$ cat src/hw/rtl/ibdp_pkg.sv
// Package for the indoor bike data parser: request types, flag layout constants
// and the function that turns a flag word into field offsets.
// Used by every module of the block; depends on nothing.
package ibdp_pkg;

  // Defaults and widths.
  localparam int unsigned PositionLimitDefault = 63;
  localparam int unsigned OffsetWidth          = 5;
  localparam int unsigned NumFields            = 4;

  // Result mask bits and field indexes.
  localparam int unsigned FieldSpeed   = 0;
  localparam int unsigned FieldCadence = 1;
  localparam int unsigned FieldPower   = 2;
  localparam int unsigned FieldElapsed = 3;

  // Flag word bits in the published layout.
  localparam int unsigned FlagMoreData   = 0;  // set means speed is absent
  localparam int unsigned FlagAvgSpeed   = 1;
  localparam int unsigned FlagCadence    = 2;
  localparam int unsigned FlagAvgCadence = 3;
  localparam int unsigned FlagDistance   = 4;
  localparam int unsigned FlagResistance = 5;
  localparam int unsigned FlagPower      = 6;
  localparam int unsigned FlagAvgPower   = 7;
  localparam int unsigned FlagEnergy     = 8;
  localparam int unsigned FlagHeartRate  = 9;
  localparam int unsigned FlagMet        = 10;
  localparam int unsigned FlagElapsed    = 11;

  // Byte lengths of the fields and the first field offset.
  localparam int unsigned FirstOffset = 2;
  localparam int unsigned LenWord     = 2;
  localparam int unsigned LenDistance = 3;
  localparam int unsigned LenEnergy   = 5;
  localparam int unsigned LenByte     = 1;

  // Cadence saturation value.
  localparam logic [7:0] CadenceMax = 8'hFF;

  typedef logic [OffsetWidth-1:0] offset_t;

  // One input request: a notification byte with its end mark.
  typedef struct packed {
    logic [7:0] data_byte;
    logic       last_byte;
  } in_t;

  // One result request.
  typedef struct packed {
    logic [15:0] speed;
    logic [7:0]  cadence;
    logic [15:0] power;
    logic [15:0] elapsed_secs;
    logic [3:0]  fields_updated;
  } out_t;

  // Offsets and presence of the four tracked fields.
  typedef struct packed {
    offset_t [NumFields-1:0]  off;
    logic    [NumFields-1:0]  present;
  } layout_t;

  // Adds the length of each flagged field in turn to find the tracked offsets.
  function automatic layout_t layout_from_flags(logic [15:0] flags);
    offset_t acc;
    layout_t lay;
    acc = offset_t'(FirstOffset);
    lay.present[FieldSpeed] = !flags[FlagMoreData];
    lay.off[FieldSpeed]     = acc;
    acc = acc + (lay.present[FieldSpeed] ? offset_t'(LenWord) : '0);
    acc = acc + (flags[FlagAvgSpeed] ? offset_t'(LenWord) : '0);
    lay.present[FieldCadence] = flags[FlagCadence];
    lay.off[FieldCadence]     = acc;
    acc = acc + (flags[FlagCadence] ? offset_t'(LenWord) : '0);
    acc = acc + (flags[FlagAvgCadence] ? offset_t'(LenWord) : '0);
    acc = acc + (flags[FlagDistance] ? offset_t'(LenDistance) : '0);
    acc = acc + (flags[FlagResistance] ? offset_t'(LenWord) : '0);
    lay.present[FieldPower] = flags[FlagPower];
    lay.off[FieldPower]     = acc;
    acc = acc + (flags[FlagPower] ? offset_t'(LenWord) : '0);
    acc = acc + (flags[FlagAvgPower] ? offset_t'(LenWord) : '0);
    acc = acc + (flags[FlagEnergy] ? offset_t'(LenEnergy) : '0);
    acc = acc + (flags[FlagHeartRate] ? offset_t'(LenByte) : '0);
    acc = acc + (flags[FlagMet] ? offset_t'(LenByte) : '0);
    lay.present[FieldElapsed] = flags[FlagElapsed];
    lay.off[FieldElapsed]     = acc;
    return lay;
  endfunction

endpackage

$ cat src/hw/rtl/ibdp_in_reg.sv
// Input register of the indoor bike data parser: holds one byte request
// until the capture stage takes it. Depends on ibdp_pkg.
module ibdp_in_reg (
  input  logic          clk_i,
  input  logic          rst_ni,
  input  logic          in_valid_i,
  output logic          in_stall_o,
  input  ibdp_pkg::in_t in_data_i,
  input  logic          take_i,
  output logic          valid_o,
  output ibdp_pkg::in_t data_o
);

  logic          valid_q, valid_d;
  ibdp_pkg::in_t data_q, data_d;

  // The register is free when empty or when its request leaves this cycle.
  assign in_stall_o = valid_q && !take_i;

  always_comb begin
    valid_d = valid_q;
    data_d  = data_q;
    if (!in_stall_o) begin
      valid_d = in_valid_i;
      data_d  = in_data_i;
    end
  end

  always_ff @(posedge clk_i or negedge rst_ni) begin
    if (!rst_ni) begin
      valid_q <= 1'b0;
    end else begin
      valid_q <= valid_d;
    end
  end

  always_ff @(posedge clk_i) begin
    data_q <= data_d;
  end

  assign valid_o = valid_q;
  assign data_o  = data_q;

endmodule

$ cat src/hw/rtl/ibdp_layout.sv
// Field layout register: turns the flag word of the current packet into the
// offsets of speed, cadence, power and elapsed time. Depends on ibdp_pkg.
module ibdp_layout (
  input  logic              clk_i,
  input  logic              rst_ni,
  input  logic              load_i,
  input  logic [15:0]       flags_i,
  output ibdp_pkg::layout_t layout_o
);

  ibdp_pkg::layout_t layout_q, layout_d;

  // Offsets are worked out once, when the high flag byte arrives.
  always_comb begin
    layout_d = layout_q;
    if (load_i) begin
      layout_d = ibdp_pkg::layout_from_flags(flags_i);
    end
  end

  always_ff @(posedge clk_i or negedge rst_ni) begin
    if (!rst_ni) begin
      layout_q <= ibdp_pkg::layout_from_flags('0);
    end else begin
      layout_q <= layout_d;
    end
  end

  assign layout_o = layout_q;

endmodule

$ cat src/hw/rtl/ibdp_capture.sv
// Capture stage: tracks the byte position, assembles the tracked fields into
// held registers and drives the result register. Depends on ibdp_pkg.
module ibdp_capture #(
  parameter int unsigned POSITION_LIMIT = ibdp_pkg::PositionLimitDefault
) (
  input  logic              clk_i,
  input  logic              rst_ni,
  input  logic              valid_i,
  input  ibdp_pkg::in_t     data_i,
  output logic              take_o,
  input  ibdp_pkg::layout_t layout_i,
  output logic              layout_load_o,
  output logic [15:0]       flags_o,
  output logic              out_valid_o,
  input  logic              out_stall_i,
  output ibdp_pkg::out_t    out_data_o
);

  localparam int unsigned PosWidth = $clog2(POSITION_LIMIT + 1);

  logic [PosWidth-1:0] pos_q, pos_d;
  logic [7:0]          flag_lo_q, flag_lo_d;
  logic [7:0]          pending_q, pending_d;
  logic [15:0]         speed_q, speed_d;
  logic [7:0]          cadence_q, cadence_d;
  logic [15:0]         power_q, power_d;
  logic [15:0]         elapsed_q, elapsed_d;
  logic [ibdp_pkg::NumFields-1:0] mask_q, mask_d, mask_upd;
  logic                out_valid_q, out_valid_d;
  ibdp_pkg::out_t      out_q, out_d;
  logic                step;
  logic                emit;
  logic [15:0]         word;
  logic [ibdp_pkg::NumFields-1:0] hit_lo, hit_hi;

  // A request moves on when the result register is free or being emptied.
  assign take_o = valid_i && (!out_valid_q || !out_stall_i);
  assign step   = take_o;
  assign emit   = data_i.last_byte && (pos_q != '0);
  assign word   = {data_i.data_byte, pending_q};

  assign layout_load_o = step && (pos_q == PosWidth'(1));
  assign flags_o       = {data_i.data_byte, flag_lo_q};

  // Match the position against each field's low and high byte.
  always_comb begin
    for (int i = 0; i < ibdp_pkg::NumFields; i++) begin
      hit_lo[i] = layout_i.present[i] && (pos_q == PosWidth'(layout_i.off[i]));
      hit_hi[i] = layout_i.present[i] &&
                  (pos_q == PosWidth'(layout_i.off[i] + ibdp_pkg::offset_t'(1)));
    end
  end

  // Field assembly and held values.
  always_comb begin
    flag_lo_d = flag_lo_q;
    pending_d = pending_q;
    speed_d   = speed_q;
    cadence_d = cadence_q;
    power_d   = power_q;
    elapsed_d = elapsed_q;
    mask_upd  = mask_q;
    if (pos_q == '0) begin
      flag_lo_d = data_i.data_byte;
    end else if (pos_q != PosWidth'(1)) begin
      if (|hit_lo) begin
        pending_d = data_i.data_byte;
      end
      if (hit_hi[ibdp_pkg::FieldSpeed]) begin
        speed_d = word;
      end
      if (hit_hi[ibdp_pkg::FieldCadence]) begin
        cadence_d = (word[15:9] != '0) ? ibdp_pkg::CadenceMax : word[8:1];
      end
      if (hit_hi[ibdp_pkg::FieldPower]) begin
        power_d = word;
      end
      if (hit_hi[ibdp_pkg::FieldElapsed]) begin
        elapsed_d = word;
      end
      mask_upd = mask_q | hit_hi;
    end
  end

  // Position counter and per-packet mask; both clear after the last byte.
  always_comb begin
    pos_d  = (pos_q < PosWidth'(POSITION_LIMIT)) ? pos_q + PosWidth'(1) : pos_q;
    mask_d = mask_upd;
    if (data_i.last_byte) begin
      pos_d  = '0;
      mask_d = '0;
    end
  end

  // Result register.
  always_comb begin
    out_valid_d = out_valid_q && out_stall_i;
    out_d       = out_q;
    if (step && emit) begin
      out_valid_d          = 1'b1;
      out_d.speed          = speed_d;
      out_d.cadence        = cadence_d;
      out_d.power          = power_d;
      out_d.elapsed_secs   = elapsed_d;
      out_d.fields_updated = mask_upd;
    end
  end

  always_ff @(posedge clk_i or negedge rst_ni) begin
    if (!rst_ni) begin
      pos_q       <= '0;
      flag_lo_q   <= '0;
      pending_q   <= '0;
      speed_q     <= '0;
      cadence_q   <= '0;
      power_q     <= '0;
      elapsed_q   <= '0;
      mask_q      <= '0;
      out_valid_q <= 1'b0;
    end else begin
      out_valid_q <= out_valid_d;
      if (step) begin
        pos_q     <= pos_d;
        flag_lo_q <= flag_lo_d;
        pending_q <= pending_d;
        speed_q   <= speed_d;
        cadence_q <= cadence_d;
        power_q   <= power_d;
        elapsed_q <= elapsed_d;
        mask_q    <= mask_d;
      end
    end
  end

  always_ff @(posedge clk_i) begin
    out_q <= out_d;
  end

  assign out_valid_o = out_valid_q;
  assign out_data_o  = out_q;

endmodule

$ cat src/hw/rtl/indoor_bike_data_parser.sv
// Top level of the indoor bike data parser: input register, field layout
// register and capture stage. Depends on ibdp_pkg and the ibdp_* modules.
//
//   Channel | Handshake               | Payload
//   --------+-------------------------+----------------------------------------
//   in      | in_valid_i / in_stall_o | in_data_i  (data_byte, last_byte)
//   out     | out_valid_o / out_stall_i | out_data_o (held fields, update mask)
//
// One byte request is taken per cycle while in_stall_o is low; each request is held
// in the input register until the capture stage takes it and processes it into the result register.
// A result is registered as valid when the capture stage takes its last byte.
// Reset clears the position, low flag byte, held fields and both valid flags.
// A held result stalls the capture stage, which in turn stalls the input.
module indoor_bike_data_parser #(
  parameter int unsigned POSITION_LIMIT = ibdp_pkg::PositionLimitDefault
) (
  input  logic           clk_i,
  input  logic           rst_ni,
  input  logic           in_valid_i,
  output logic           in_stall_o,
  input  ibdp_pkg::in_t  in_data_i,
  output logic           out_valid_o,
  input  logic           out_stall_i,
  output ibdp_pkg::out_t out_data_o
);

  logic              take;
  logic              reg_valid;
  ibdp_pkg::in_t     reg_data;
  logic              layout_load;
  logic [15:0]       flags;
  ibdp_pkg::layout_t layout;

  // Input register.
  ibdp_in_reg u_in_reg (
    .clk_i      (clk_i),
    .rst_ni     (rst_ni),
    .in_valid_i (in_valid_i),
    .in_stall_o (in_stall_o),
    .in_data_i  (in_data_i),
    .take_i     (take),
    .valid_o    (reg_valid),
    .data_o     (reg_data)
  );

  // Field offsets of the current packet.
  ibdp_layout u_layout (
    .clk_i    (clk_i),
    .rst_ni   (rst_ni),
    .load_i   (layout_load),
    .flags_i  (flags),
    .layout_o (layout)
  );

  // Field capture and result register.
  ibdp_capture #(
    .POSITION_LIMIT (POSITION_LIMIT)
  ) u_capture (
    .clk_i         (clk_i),
    .rst_ni        (rst_ni),
    .valid_i       (reg_valid),
    .data_i        (reg_data),
    .take_o        (take),
    .layout_i      (layout),
    .layout_load_o (layout_load),
    .flags_o       (flags),
    .out_valid_o   (out_valid_o),
    .out_stall_i   (out_stall_i),
    .out_data_o    (out_data_o)
  );

endmodule

$ cat config.mk
export PLATFORM = sky130hd
export DESIGN_NAME = indoor_bike_data_parser
export DESIGN_NICKNAME = d
export VERILOG_FILES = /design/src/hw/rtl/ibdp_pkg.sv /design/src/hw/rtl/ibdp_in_reg.sv /design/src/hw/rtl/ibdp_layout.sv /design/src/hw/rtl/ibdp_capture.sv /design/src/hw/rtl/indoor_bike_data_parser.sv
export SDC_FILE = /design/constraint.sdc
export NUM_CORES = 1
export LEC_CHECK = 0
export ABC_AREA = 1
export BUFFER_PORTS_ARGS = -buffer_cell sky130_fd_sc_hd__clkbuf_2
export CAP_MARGIN = 20
export CORE_MARGIN = 4
export CORE_UTILIZATION = 60
export DETAILED_ROUTE_END_ITERATION = 8
export PLACE_DENSITY = 0.85
export SLEW_MARGIN = 30
export SYNTH_ARGS = -nofsm -noshare
export SYNTH_HDL_FRONTEND = slang
export SYNTH_HIERARCHICAL = 1
export SYNTH_SLANG_ARGS = --single-unit
export TNS_END_PERCENT = 5
$ cat constraint.sdc
create_clock -name clk_i -period 8.6 [get_ports clk_i]
set_clock_uncertainty 0.1 [all_clocks]
set_input_delay 1.72 -clock clk_i [delete_from_list [all_inputs] [get_ports clk_i]]
set_output_delay 1.72 -clock clk_i [all_outputs]
set_load 0.1 [all_outputs]
==> run_results.csv <==
group,metric,value,unit
status,outcome,"finished, final reports clean",
sta,drv_slew,0,
worst_setup_path,critPathLaunchType,"input pin",
floorplan,rows,44,
power_and_ir_drop,peakVddDrop,261.3,uV
clocking,cts_setup_buffers,0,
floorplan,die_x,130.6,um
sta,hold_viol_final,0,
floorplan,start_util,61.61,%
grt,grt_overflow,0,
floorplan,core_area,14640,um^2
sta,max_freq,189.8,MHz
min_path,hold_path_class,"flop to flop",
power_and_ir_drop,pwr-share-comb,51.0,%
grt,grt_util_met3,6.789,%
clocking,post_cts_resized,0,
finish,n_antenna_cell,0,
detailed_routing,finalWirelength,21410,um
finish,area_growth,10.19,%
clocking,insertion_delay,0.43,ns
worst_setup_path,reg2reg_slack,5.22,ns
worst_setup_path,cp.arrival,3.45,ns
worst_setup_path,worstSetupEndpointType,"output port",
sta,fin_crit_sh,61.27,%
finish,final_nets,1118,
grt,grt_pass1_vias,6742,
finish,multi_input_area,3771,um^2
clocking,clockRootBuffer,"clkbuf_16",
power_and_ir_drop,p_per_area,423.8,nW/um^2
grt,grt_max_degree,70,
grt,antenna_found_initial,0,
placed_design,gp_congestion,0.8658,
finish,seq_area,4579,um^2
power_and_ir_drop,p_seq_share,31.4,%
synth,syn_inst,1022,
floorplan,io_pins,75,
power_and_ir_drop,p_leak,4.902,nW
detailed_routing,drt-pass1-iter-count,6,
finish,fillers,1081,
min_path,holdCritStartpoint,"u_capture/power_q[11]",
worst_setup_path,critPathKind,"input pin to output port",
sta,tns,0,ns
placed_design,port_buffers,74,
grt,track_usage,26.10,%
flow_run,drv_cap,0,
detailed_routing,avgRoutedWirePerCell,16.75,um
grt,use_met1,35.80,%
worst_setup_path,r2r_start,"u_capture/flag_lo_q[2]",
detailed_routing,ant_nets,0,
detailed_routing,via_count,7180,
clocking,cts_buffers,17,
clocking,clock_sinks,169,
synth,syn_area_per_cell,8.828,um^2
finish,final_common_cell,"nand2_1",
floorplan,die_area,17060,um^2
worst_setup_path,path_max_fanout,61,
clocking,cts_tree,"yes",
sta,setup_viol,0,
placed_design,place_hpwl,14310,um
clocking,hold_buffers,0,
clocking,htree_levels,4,
sta,min_period,5.269,ns
worst_setup_path,worstPathRequired,6.78,ns
finish,drive_gt1_share,15.63,%
finish,final_cell_mix,"318 x nand2_1, 136 x nand3_1, 96 x dfrtp_1, 93 x inv_1, 73 x clkbuf_2",
clocking,clkTransAtPathRegs,0.06,ns
power_and_ir_drop,p_clk_share,17.6,%
detailed_routing,drt_iter0_drc,841,
power_and_ir_drop,intPower,2.150,mW
sta,rsz0062_at_grt,"no",
worst_setup_path,startpoint,"out_stall_i",
synth,ys.warnings.count,6,
grt,grtUsageMet2,40.05,%
worst_setup_path,r2r_end,"u_layout/layout_o[23]",
sta,tightestPinTransition,0.8760,ns
power_and_ir_drop,power.net_switching,2.063,mW
synth,netlist_area,9022,um^2
floorplan,die_y,130.6,um
worst_setup_path,crit_path_end,"in_stall_o",
detailed_routing,via_per_inst,5.618,
sta,relSlewSlack,41.60,%
grt,busiest_layer,"met2",
worst_setup_path,rr_worst_depth,13,
power_and_ir_drop,switching_share,48.96,%
grt,grt_pass1_wl,34180,um
clocking,cts_buffer_depth,2,
sta,whs,0.3754,ns
detailed_routing,drcViolationCount,0,
-- power by group through the flow --
| stage | logic [mW] | clock network (mW) | registers (mW) |
|---|---|---|---|
| final | 2.15 | 0.742 | 1.32 |
| after global routing | 2.35 | 0.787 | 1.35 |
| after CTS | 2.14 | 0.750 | 1.32 |
| after detailed placement | 2.12 | 0 | 1.33 |
| after global placement | 2.06 | 0 | 1.32 |
| after floorplan | 1.26 | 0 | 1.78 |
-- state kept, by name (all words and copies together) (netlist names) --
register / flops
u_in_reg/data_o: 9
u_capture/out_valid_o: 1
u_capture/elapsed_q: 16
u_layout/layout_o: 16
u_capture/speed_q: 16
u_capture/cadence_q: 8
u_capture/out_data_o: 60
u_in_reg/valid_o: 1
u_capture/pending_q: 8
u_capture/mask_q: 4
u_capture/pos_q: 6
u_capture/power_q: 16
u_capture/flag_lo_q: 8
-- worst min-delay path by stage --
stage                       endpoint  slack [ns]  depth (start not counted)
2_1_floorplan   u_layout/layout_o[0]        0.32                          1
3_3_place_gp   u_capture/speed_q[12]        0.35                          2
3_5_place_dp   u_capture/power_q[12]        0.36                          2
4_1_cts        u_capture/power_q[12]        0.38                          2
5_1_grt        u_capture/speed_q[10]        0.40                          2
6_report       u_capture/power_q[11]        0.38                          2
-- area by class of cell --
type	instances	share of cell area [%]
clock buffer	21	4.631
clock inverter	11	1.107
inverter	102	3.901
multi-input combinational	713	37.93
sequential	169	46.06
tap	184	2.316
timing repair buffer	78	4.052
-- per-stage QoR --
step | worst slack, ns | power [mW] | instances | cell area (um^2) | utilization, %
after global routing | 3.208 | 4.484 | 1278 | 9942 | 67.89
final | 3.331 | 4.213 | 1278 | 9942 | 67.89
after floorplan | 3.123 | 3.039 | 1028 | 9045 | -
after CTS | 3.334 | 4.207 | 1278 | 9942 | 67.89
after global placement | 3.446 | 3.382 | 1246 | 9371 | 64.00
after detailed placement | 3.371 | 3.450 | 1246 | 9371 | 64.00
-- critical path: stages --
cell,delay (ns)
clkbuf_2,0.10
nand2_1,0.07
and2_2,0.13
buf_4,0.54
inv_1,0.15
nand2_2,0.24
inv_1,0.10
clkbuf_2,0.38
-- metal layers --
metal / vias up / wire, um
li1: 3395 / -
met1: 3383 / 8969
met2: 340 / 9954
met3: 62 / 1781
met4: 0 / 705
met5: - / 0
No activity file was read; power rests on OpenSTA's default activity.
